[src/hdl/prt_pkg.sv]
package prt_pkg;

    localparam int NODES          = 16;
    localparam int TABLE_ENTRIES  = 16;
    localparam int LINE_ADDR_BITS = 42;

    localparam int IDX_W   = $clog2(TABLE_ENTRIES);
    localparam int NIBBLES = (NODES + 3) / 4;
    localparam int CNT_W   = $clog2(NODES + 1);

    localparam logic [1:0] FUNC_LOCK   = 2'd0;
    localparam logic [1:0] FUNC_UNLOCK = 2'd1;
    localparam logic [1:0] FUNC_MARK   = 2'd2;
    localparam logic [1:0] FUNC_QUERY  = 2'd3;

    localparam logic [2:0] ERR_OK          = 3'd0;
    localparam logic [2:0] ERR_STARVING    = 3'd1;
    localparam logic [2:0] ERR_NOT_HELD    = 3'd2;
    localparam logic [2:0] ERR_TABLE_FULL  = 3'd3;
    localparam logic [2:0] ERR_MARKED      = 3'd4;

    localparam logic ADDR_OWN_NODE = 1'b0;

    typedef struct packed {
        logic [1:0]                func;
        logic [LINE_ADDR_BITS-1:0] line_addr;
        logic [3:0]                node;
        logic                      is_write;
    } prt_req_t;

    typedef struct packed {
        logic       locked;
        logic       may_issue;
        logic       smallest_valid;
        logic [3:0] smallest_node;
        logic       smallest_is_write;
        logic [4:0] starving_count;
        logic [4:0] read_starving_count;
        logic [2:0] error;
    } prt_rsp_t;

    typedef enum logic [1:0] {
        ST_IDLE,
        ST_MATCH,
        ST_UPDATE,
        ST_REPORT
    } prt_state_t;

    typedef struct packed {
        logic capture;
        logic match;
        logic update;
        logic report;
    } prt_cmd_t;

    typedef struct packed {
        logic rsp_stall;
    } prt_status_t;

    function automatic logic [NODES-1:0] node_onehot(input logic [3:0] n);
        logic [NODES-1:0] v;
        v = '0;
        for (int i = 0; i < NODES; i++)
        begin
            if (32'(n) == i)
            begin
                v[i] = 1'b1;
            end
        end
        return v;
    endfunction

    function automatic logic [CNT_W-1:0] pop_count(input logic [NODES-1:0] v);
        logic [4*NIBBLES-1:0] padded;
        logic [CNT_W-1:0]     sum;
        logic [3:0]           nib;
        padded = (4*NIBBLES)'(v);
        sum    = '0;
        for (int k = 0; k < NIBBLES; k++)
        begin
            nib = padded[4*k +: 4];
            sum = sum + CNT_W'({2'b00, nib[0]} + {2'b00, nib[1]}
                               + {2'b00, nib[2]} + {2'b00, nib[3]});
        end
        return sum;
    endfunction

endpackage

[src/hdl/prt_ctrl.sv]
module prt_ctrl
(
    input  logic                  clk,
    input  logic                  rst_n,
    input  logic                  req_valid,
    output logic                  req_ready,
    input  prt_pkg::prt_status_t  status,
    output prt_pkg::prt_cmd_t     cmd
);

    prt_pkg::prt_state_t state_reg;
    prt_pkg::prt_state_t state_next;

    always_ff @(posedge clk or negedge rst_n)
    begin
        if (!rst_n)
        begin
            state_reg <= prt_pkg::ST_IDLE;
        end
        else
        begin
            state_reg <= state_next;
        end
    end

    always_comb
    begin
        state_next = state_reg;
        case (state_reg)
            prt_pkg::ST_IDLE:
            begin
                if (req_valid)
                begin
                    state_next = prt_pkg::ST_MATCH;
                end
            end
            prt_pkg::ST_MATCH:
            begin
                state_next = prt_pkg::ST_UPDATE;
            end
            prt_pkg::ST_UPDATE:
            begin
                state_next = prt_pkg::ST_REPORT;
            end
            prt_pkg::ST_REPORT:
            begin
                if (!status.rsp_stall)
                begin
                    state_next = prt_pkg::ST_IDLE;
                end
            end
            default:
            begin
                state_next = prt_pkg::ST_IDLE;
            end
        endcase
    end

    always_comb
    begin
        req_ready = 1'b0;
        cmd       = '0;
        case (state_reg)
            prt_pkg::ST_IDLE:
            begin
                req_ready   = 1'b1;
                cmd.capture = req_valid;
            end
            prt_pkg::ST_MATCH:
            begin
                cmd.match = 1'b1;
            end
            prt_pkg::ST_UPDATE:
            begin
                cmd.update = 1'b1;
            end
            prt_pkg::ST_REPORT:
            begin
                cmd.report = !status.rsp_stall;
            end
            default:
            begin
                req_ready = 1'b0;
            end
        endcase
    end

endmodule

[src/hdl/prt_datapath.sv]
module prt_datapath
(
    input  logic                  clk,
    input  logic                  rst_n,
    input  prt_pkg::prt_cmd_t     cmd,
    output prt_pkg::prt_status_t  status,
    input  prt_pkg::prt_req_t     req,
    input  logic [3:0]            own_node,
    output logic                  rsp_valid,
    input  logic                  rsp_ready,
    output prt_pkg::prt_rsp_t     rsp
);

    localparam int TE = prt_pkg::TABLE_ENTRIES;
    localparam int NN = prt_pkg::NODES;
    localparam int IW = prt_pkg::IDX_W;

    prt_pkg::prt_req_t                 req_reg;
    logic [TE-1:0]                     valid_reg;
    logic [prt_pkg::LINE_ADDR_BITS-1:0] line_reg [TE];
    logic [NN-1:0]                     starv_reg [TE];
    logic [NN-1:0]                     mark_reg [TE];
    logic [NN-1:0]                     wr_reg [TE];
    logic [IW-1:0]                     idx_reg;
    logic                              found_reg;
    logic                              full_reg;
    logic [2:0]                        err_reg;
    logic                              exists_reg;
    prt_pkg::prt_rsp_t                 rsp_reg;
    logic                              rsp_valid_reg;

    logic [IW-1:0] match_idx;
    logic [IW-1:0] free_idx;
    logic          match_any;

    always_comb
    begin
        match_idx = '0;
        free_idx  = '0;
        match_any = 1'b0;
        for (int i = TE - 1; i >= 0; i--)
        begin
            if (valid_reg[i] && line_reg[i] == req_reg.line_addr)
            begin
                match_idx = IW'(i);
                match_any = 1'b1;
            end
            if (!valid_reg[i])
            begin
                free_idx = IW'(i);
            end
        end
    end

    always_ff @(posedge clk)
    begin
        if (cmd.capture)
        begin
            req_reg <= req;
        end
        if (cmd.match)
        begin
            found_reg <= match_any;
            full_reg  <= &valid_reg;
            idx_reg   <= match_any ? match_idx : free_idx;
        end
    end

    logic [NN-1:0] nbit;
    logic [NN-1:0] cur_s;
    logic [NN-1:0] cur_m;
    logic [NN-1:0] cur_w;
    logic [NN-1:0] new_s;
    logic [NN-1:0] new_m;
    logic [NN-1:0] new_w;
    logic          new_valid;
    logic          wr_en;
    logic [2:0]    err_next;
    logic          exists_next;

    always_comb
    begin
        nbit        = prt_pkg::node_onehot(req_reg.node);
        cur_s       = starv_reg[idx_reg];
        cur_m       = mark_reg[idx_reg];
        cur_w       = wr_reg[idx_reg];
        new_s       = cur_s;
        new_m       = cur_m;
        new_w       = cur_w;
        new_valid   = 1'b1;
        wr_en       = 1'b0;
        err_next    = prt_pkg::ERR_OK;
        exists_next = found_reg;
        case (req_reg.func)
            prt_pkg::FUNC_LOCK:
            begin
                if (nbit != '0)
                begin
                    if (found_reg)
                    begin
                        if ((cur_s & nbit) != '0)
                        begin
                            err_next = prt_pkg::ERR_STARVING;
                        end
                        else
                        begin
                            wr_en = 1'b1;
                            new_s = cur_s | nbit;
                            new_w = req_reg.is_write ? (cur_w | nbit) : cur_w;
                        end
                    end
                    else if (full_reg)
                    begin
                        err_next = prt_pkg::ERR_TABLE_FULL;
                    end
                    else
                    begin
                        wr_en       = 1'b1;
                        new_s       = nbit;
                        new_m       = '0;
                        new_w       = req_reg.is_write ? nbit : '0;
                        exists_next = 1'b1;
                    end
                end
            end
            prt_pkg::FUNC_UNLOCK:
            begin
                if (!found_reg || nbit == '0 || (cur_s & nbit) == '0)
                begin
                    err_next = prt_pkg::ERR_NOT_HELD;
                end
                else
                begin
                    wr_en = 1'b1;
                    new_s = cur_s & ~nbit;
                    new_m = cur_m & ~nbit;
                    new_w = cur_w & ~nbit;
                    if ((cur_s & ~nbit) == '0)
                    begin
                        new_valid   = 1'b0;
                        new_m       = '0;
                        new_w       = '0;
                        exists_next = 1'b0;
                    end
                end
            end
            prt_pkg::FUNC_MARK:
            begin
                if (found_reg)
                begin
                    wr_en = 1'b1;
                    new_m = cur_s;
                    if (cur_m != '0)
                    begin
                        err_next = prt_pkg::ERR_MARKED;
                    end
                end
            end
            prt_pkg::FUNC_QUERY:
            begin
                wr_en = 1'b0;
            end
            default:
            begin
                wr_en = 1'b0;
            end
        endcase
    end

    always_ff @(posedge clk or negedge rst_n)
    begin
        if (!rst_n)
        begin
            valid_reg <= '0;
        end
        else if (cmd.update && wr_en)
        begin
            valid_reg[idx_reg] <= new_valid;
        end
    end

    always_ff @(posedge clk)
    begin
        if (cmd.update)
        begin
            err_reg    <= err_next;
            exists_reg <= exists_next;
            if (wr_en)
            begin
                line_reg[idx_reg]  <= req_reg.line_addr;
                starv_reg[idx_reg] <= new_s;
                mark_reg[idx_reg]  <= new_m;
                wr_reg[idx_reg]    <= new_w;
            end
        end
    end

    logic [NN-1:0]         rep_s;
    logic [NN-1:0]         rep_w;
    logic [3:0]            low_node;
    logic                  low_write;
    logic [prt_pkg::CNT_W-1:0] cnt_all;
    logic [prt_pkg::CNT_W-1:0] cnt_read;
    prt_pkg::prt_rsp_t     rsp_next;

    always_comb
    begin
        rep_s     = starv_reg[idx_reg];
        rep_w     = wr_reg[idx_reg];
        low_node  = '0;
        low_write = 1'b0;
        for (int i = NN - 1; i >= 0; i--)
        begin
            if (rep_s[i])
            begin
                low_node  = 4'(i);
                low_write = rep_w[i];
            end
        end
        cnt_all  = prt_pkg::pop_count(rep_s);
        cnt_read = prt_pkg::pop_count(rep_s & ~rep_w);
        rsp_next = '0;
        rsp_next.error     = err_reg;
        rsp_next.may_issue = 1'b1;
        if (exists_reg)
        begin
            rsp_next.locked              = 1'b1;
            rsp_next.smallest_valid      = 1'b1;
            rsp_next.may_issue           = ((rep_s & prt_pkg::node_onehot(own_node)) == '0)
                                           && (mark_reg[idx_reg] == '0);
            rsp_next.smallest_node       = low_node;
            rsp_next.smallest_is_write   = low_write;
            rsp_next.starving_count      = 5'(cnt_all);
            rsp_next.read_starving_count = 5'(cnt_read);
        end
    end

    always_ff @(posedge clk)
    begin
        if (cmd.report)
        begin
            rsp_reg <= rsp_next;
        end
    end

    always_ff @(posedge clk or negedge rst_n)
    begin
        if (!rst_n)
        begin
            rsp_valid_reg <= 1'b0;
        end
        else if (cmd.report)
        begin
            rsp_valid_reg <= 1'b1;
        end
        else if (rsp_ready)
        begin
            rsp_valid_reg <= 1'b0;
        end
    end

    assign status.rsp_stall = rsp_valid_reg && !rsp_ready;
    assign rsp_valid        = rsp_valid_reg;
    assign rsp              = rsp_reg;

endmodule

[src/hdl/persistent_request_table_core.sv]
// Persistent request table: a 16-entry fully associative table keyed by cache line address
// that tracks starving, marked and write-requesting nodes per line. Each request passes through
// the controller steps capture, associative match over all entries, entry update and
// status report through one shared entry port, and the response register is loaded in the
// report step. req_ready is high only while no request is in flight, and a finished
// response waits in its output register while the next request is accepted. The report
// step holds while an earlier response transfer is still pending. The own node register
// sits at byte address 0 of the APB port and should only be written while idle.
module persistent_request_table_core
(
    input  logic               clk,
    input  logic               rst_n,
    input  logic               req_valid,
    output logic               req_ready,
    input  prt_pkg::prt_req_t  req,
    output logic               rsp_valid,
    input  logic               rsp_ready,
    output prt_pkg::prt_rsp_t  rsp,
    input  logic               psel,
    input  logic               penable,
    input  logic               pwrite,
    input  logic [2:0]         paddr,
    input  logic [31:0]        pwdata,
    output logic [31:0]        prdata,
    output logic               pready
);

    prt_pkg::prt_cmd_t    cmd;
    prt_pkg::prt_status_t status;
    logic [3:0]           own_node_reg;

    always_ff @(posedge clk or negedge rst_n)
    begin
        if (!rst_n)
        begin
            own_node_reg <= '0;
        end
        else if (psel && penable && pwrite && paddr[2] == prt_pkg::ADDR_OWN_NODE)
        begin
            own_node_reg <= pwdata[3:0];
        end
    end

    assign pready = 1'b1;
    assign prdata = (paddr[2] == prt_pkg::ADDR_OWN_NODE) ? 32'(own_node_reg) : 32'd0;

    prt_ctrl u_ctrl
    (
        .clk       (clk),
        .rst_n     (rst_n),
        .req_valid (req_valid),
        .req_ready (req_ready),
        .status    (status),
        .cmd       (cmd)
    );

    prt_datapath u_datapath
    (
        .clk       (clk),
        .rst_n     (rst_n),
        .cmd       (cmd),
        .status    (status),
        .req       (req),
        .own_node  (own_node_reg),
        .rsp_valid (rsp_valid),
        .rsp_ready (rsp_ready),
        .rsp       (rsp)
    );

    a_busy_after_accept : assert property (
        @(posedge clk) disable iff (!rst_n)
        (req_valid && req_ready) |=> !req_ready
    ) else $error("request accepted while another is in flight");

    a_unlocked_status : assert property (
        @(posedge clk) disable iff (!rst_n)
        (rsp_valid && !rsp.locked) |->
        (rsp.may_issue && rsp.starving_count == 5'd0 && !rsp.smallest_valid)
    ) else $error("status of an unlocked line is not clear");

    a_locked_counts : assert property (
        @(posedge clk) disable iff (!rst_n)
        (rsp_valid && rsp.locked) |->
        (rsp.starving_count != 5'd0 && rsp.read_starving_count <= rsp.starving_count)
    ) else $error("locked line reports inconsistent starving counts");

    a_full_not_locked : assert property (
        @(posedge clk) disable iff (!rst_n)
        (rsp_valid && rsp.error == prt_pkg::ERR_TABLE_FULL) |-> !rsp.locked
    ) else $error("table full reported for a locked line");

endmodule

[config.mk]
export PLATFORM = sky130hd
export DESIGN_NAME = persistent_request_table_core
export DESIGN_NICKNAME = d
export VERILOG_FILES = /design/src/hdl/prt_pkg.sv /design/src/hdl/prt_ctrl.sv /design/src/hdl/prt_datapath.sv /design/src/hdl/persistent_request_table_core.sv
export SDC_FILE = /design/constraint.sdc
export NUM_CORES = 2
export LEC_CHECK = 0
export BUFFER_PORTS_ARGS = -buffer_cell sky130_fd_sc_hd__buf_4
export CELL_PAD_IN_SITES_DETAIL_PLACEMENT = 0
export CELL_PAD_IN_SITES_GLOBAL_PLACEMENT = 2
export CORE_UTILIZATION = 50
export CTS_BUF_LIST = sky130_fd_sc_hd__clkbuf_4 sky130_fd_sc_hd__clkbuf_8
export DETAILED_ROUTE_END_ITERATION = 6
export PLACE_DENSITY_LB_ADDON = 0.05
export SKIP_CTS_REPAIR_TIMING = 1
export SYNTH_ARGS = -nofsm -noshare
export SYNTH_HDL_FRONTEND = slang
export SYNTH_HIERARCHICAL = 1
export SYNTH_SLANG_ARGS = --single-unit
export TNS_END_PERCENT = 20
[constraint.sdc]
create_clock -name clk -period 8.3 [get_ports clk]
set_input_delay 0.415 -clock clk [delete_from_list [all_inputs] [get_ports clk]]
set_output_delay 0.415 -clock clk [all_outputs]
set_load 0.005 [all_outputs]
After elaboration in Yosys (flattened, before gate mapping). Memories as Yosys holds them, arrays and structs flattened. A register that Yosys moved wholly into a read port is not among the register bits. Cells that the tools add are included.

Add/sub/neg operators: 30. $lt $le $gt $ge: 2. Eq/ne operators: 54. Mux-type cells: 195. Bitwise operators: 12. Reduce and logical (&&, ||, !) cells: 47.

Operators by type and width (count): $eq 42x42->1 (16); $mux 16 (19); $mux 4 (53); $mux 1 (105); $and 16x16->16 (6); $add 5x1->5 (16); $logic_not 16->1 (5); $eq 4x4->1 const B (16); $pmux 16 s2 (2); $pmux 16 s3 (1); $reduce_bool 16->1 (3); $eq 4x3->1 const B (8); $not 16->16 (2); $or 16x16->16 (2); $add 5x5->5 (6); $logic_and 1x1->1 (23); $mux 18 (1); $add 1x1->2 (8); $bwmux 16 (1); $eq 4x2->1 const B (4); $reduce_and 16->1 (1); $mux 3 (4); $pmux 3 s3 (1); $reduce_or 9->1 (1); 21 further kinds (36).

Register bits after elaboration: 103. Memory bits (writable): 1440. Output and inout port bits: 56. Logic and storage cells: 368. Memories: 4.

Memory list: u_datapath.line_reg (words 16, bits a word 42, rd ports 16, clocked after Yosys merged registers in 0, wr ports 1, RTL line prt_datapath.sv:20) `logic [prt_pkg::LINE_ADDR_BITS-1:0] line_reg [TE];`; u_datapath.mark_reg (words 16, bits a word 16, rd ports 1, clocked after Yosys merged registers in 1, wr ports 1, RTL line prt_datapath.sv:22) `logic [NN-1:0] mark_reg [TE];`; u_datapath.starv_reg (words 16, bits a word 16, rd ports 1, clocked after Yosys merged registers in 1, wr ports 1, RTL line prt_datapath.sv:21) `logic [NN-1:0] starv_reg [TE];`; u_datapath.wr_reg (words 16, bits a word 16, rd ports 1, clocked after Yosys merged registers in 1, wr ports 1, RTL line prt_datapath.sv:23) `logic [NN-1:0] wr_reg [TE];`.

Longest topological paths before layout. An unclocked memory read counts as a cell.

Depth after elaboration: 21. Gate-level depth with buffers: 22. Depth with buffers taken out: 17.

Cells and area by module. The synthesis kept the hierarchy.

Modules (own cells, without submodules): prt_datapath (instances 1, cells an instance 3913, area an instance 66089.6 um^2); persistent_request_table_core (instances 1, cells an instance 44, area an instance 429.2 um^2); prt_ctrl (instances 1, cells an instance 16, area an instance 176.4 um^2).

Worst setup path after synthesis. OpenSTA, ideal clock, no wires.

Kind: register to register. Start: register (tool-made name). End: register u_datapath.rsp_reg, in the netlist u_datapath/rsp[5] (data pin). Arrival: 5.610 ns. Setup slack: 2.432 ns. Cell stages (with the launch flop): 23. Clock period less this slack: 5.868 ns. Path through: dfxtp_1 buf_6 buf_6 buf_6 buf_6 buf_4 buf_4 buf_2 mux4_2 mux4_2 inv_1 and2_1 fa_1 inv_1 fa_1 fa_1 fa_1 inv_1 ha_1 inv_1 fa_1 nor2b_1 nor3b_1.

RTL lines: end signal, assigned (RTL line prt_datapath.sv:242) `rsp_reg <= rsp_next;`; end, declared (RTL line prt_datapath.sv:29) `prt_pkg::prt_rsp_t rsp_reg;`.

==> metrics.md <==
| Metric | Value |
|---|---|
| Status | completed |
| Detail Route Antenna Nets | 0 |
| Routability-driven placement congestion ratio | approximately 0.9 |
| Detail Placement HPWL | 112 mm |
| Share of cells above drive strength 1 | between 20% and 30% |
| Die Width | roughly 370 um |
| Detailed Route WL | roughly 190 mm |
| Sequential fraction of the synthesis area | 69.4% |
| R2R depth | 11 |
| Via count | 38,100 |
| Post-synth EDFFs | ~1,500 |
| Clock root buffer | clkbuf_8 |
| Setup TNS | 0 ns |
| Synth Flop Type | edfxtp_1 |
| Rows | around 130 |
| Crit path DAT | 6.75 ns |
| Io pins | approximately 150 |
| DRT iter0 DRCs | 4,354 |
| Slew at the pin closest to its max-slew limit | about 1.4 ns |
| Worst vdd ir | between 600 and 700 uV |
| Final period demand of the worst path | 6.18 ns |
| Antenna violations before repair | 7 |
| Post-synthesis register bit count | between 1,500 and 2,000 |
| RSZ-0062 raised after global routing | no |
| Clock slew at reported path FFs | approximately 0.050 ns |
| Die H | between 300 and 400 um |
| WHS Path Cells | 2 |
| Htree depth | 5 |
| Async S/R FF share, synth | roughly 1.5% |
| Remaining DRCs | 0 |
| Max clock buf depth | 4 |
| Worst Path Max Fanout | 78 |
| Tot GR Track Use | between 20% and 30% |
| Core Footprint | ~130,000 um2 |
| # clock sinks | roughly 1,500 |
| Via/cell ratio | around 6 |
| Vias in the first global route | 37,800 |
| YS warnings | 6 |
| Leading area contributor after synthesis | edfxtp_1 |
| Final nets | around 4,500 |
| Num CTS Buffers | 278 |
| Final period util | approximately 74% |
| Later-pin clock latency in the skew report | 0.98 ns |
| Final setup fails | 0 |
| Slew Limit Headroom | 4.92% |
| Post-route insts no fill | about 6,300 |
| CTS tree | yes |
| Final hold violations | 0 |
| WL per Instance | 29.3 um |
| Synth area leaders | edfxtp_1, mux4_2, xnor2_1, nand4_1, xor2_1 |
| Die Area | ~130,000 um2 |
| Grt ovf | 0 |
| Synth top area share | about two thirds |
| MaxCap Viol Count | 0 |
| Area Overhead vs Synth | 13.3% |
| Fmax | 0.162 GHz |
| Placed Instances | between 5,000 and 6,000 |
| First-pass DRT Iterations | 6 |
| Startpoint types | flip-flop |
| Leakage | approximately 0.024 uW |
| First-pass GRT wire length | 266 mm |
| Netlist cell types | 90 |
| Crit. End Element | flip-flop |
| Worst EP required | 8.87 ns |
| Worst Hold Class | in -> reg |
| Power density over the cells | approximately 370 nW/um2 |
| Synthesized area | between 60,000 and 70,000 um2 |
| Mapped Avg Cell Area | between 15 and 20 um2 |
| Slew Viols, Final | 0 |
| Cell count after synthesis | 3,973 |
| Max FFs per register | about 670 |
| Number of port buffers | just under 90 |
| Crit Path Category | reg -> reg |
| Layout Skew | 0.0703 ns |
| Largest net degree at the start of global routing | just over 80 |
| Starting Density | about half |
-- cell usage after synthesis, types with 20 or more instances --
cell and n:
edfxtp_1 1519, xnor2_1 577, nand4_1 298, mux4_2 225
clkbuf_1 123, nand2_1 104, inv_1 88, nor4_1 83
nor2_1 82, nand3_1 74, xor2_1 74, nand2b_1 67
nor3_1 50, a21oi_1 49, o21ai_0 49, buf_4 39
buf_2 29, mux2i_1 27, mux2_2 26, o22ai_1 25
a22oi_1 23, dfrtp_1 23, nor2b_1 22, fa_1 20
-- cell families (layout without fill, tap and decap cells) --
kind of cell,count (synthesis),in the layout,share of synthesized area (%)
flops,1546,1546,69.4
fa+ha+maj,34,34,0.863
buf+inv,305,858,2.09
mux,296,296,8.81
other cells,2,35,0.0113
xor+xnor,651,651,8.55
simple gates,871,871,7.55
compound gates,268,268,2.75
-- routing by layer --
| metal | global-route usage (%) | wire length, um | vias to the layer above |
|---|---|---|---|
| li1 | - | - | 16400 |
| met3 | 4.63 | 14500 | 295 |
| met1 | 42.6 | 85100 | 19800 |
| met5 | 0 | 0 | - |
| met2 | 40.1 | 81200 | 1610 |
| met4 | 7.91 | 4380 | 0 |
-- critical path, cell delays in order (launching register included) --
cell and delay (ns):
dfxtp_4 0.77, buf_12 0.51, mux4_2 0.61, mux2i_1 0.22
o22ai_1 0.18, a2111oi_0 0.51, o22ai_1 0.38, o21ai_0 0.27
a21o_1 0.52, nand3b_1 0.29, inv_4 0.78, buf_4 0.53
-- stage by stage --
step,util [%],hold WS (ns),total power (uW),worst slack [ns],cell area [um2]
CTS,56.8,-0.706,27800,2.13,74900
detailed placement,53.0,0.363,21300,2.16,70000
finish,57.3,0.179,27700,2.12,75600
floorplan,-,0.119,17700,2.43,66800
global placement,53.0,0.361,21300,2.16,70000
global route,57.3,0.122,29300,1.89,75600
-- power breakdown --
group	switching [uW]	internal [uW]
Sequential	481	10500
Clock	2980	3540
Combinational	6260	3950
-- final timing paths --
path,from,slack (ns),end
max,flip-flop,2.12,u_datapath/starv_reg[9][7]$_DFFE_PP_
min,req[20],0.18,u_datapath/req_reg[20]$_DFFE_PP_
max reg2reg,flip-flop,2.12,u_datapath/starv_reg[9][7]$_DFFE_PP_
min reg2reg,u_datapath/err_reg[1]$_SDFFCE_PP0P_,0.43,u_datapath/rsp[1]$_DFFE_PP_
max in group asynchronous,rst_n,7.64,u_datapath/valid_reg[3]$_DFFE_PN0P_
min in group asynchronous,rst_n,0.46,u_datapath/rsp_valid$_DFFE_PN0P_
-- cell usage in the layout (no fill, tap or decap), drive strengths merged, types with 67 or more instances in the layout --
master | synthesis | routed
nand2 | 104 | 104
clkbuf | 123 | 369
xor2 | 74 | 74
nor2 | 82 | 82
edfxtp | 1519 | 1519
nor4 | 83 | 83
mux4 | 226 | 226
nand2b | 67 | 67
clkinv | 0 | 81
buf | 93 | 251
xnor2 | 577 | 577
inv | 89 | 92
nand4 | 298 | 298
nand3 | 74 | 74
-- layout make-up --
cell class	count	area (um2)
inverters	89	359
clock inverters	87	375
flip-flops and latches	1546	46300
repair buffers	313	2660
diodes	6	15.0
well taps	1755	2200
clock buffers	369	4560
fillers	10300	56400
multi-input cells	2149	19200
Power figures use the tool's default switching activity.
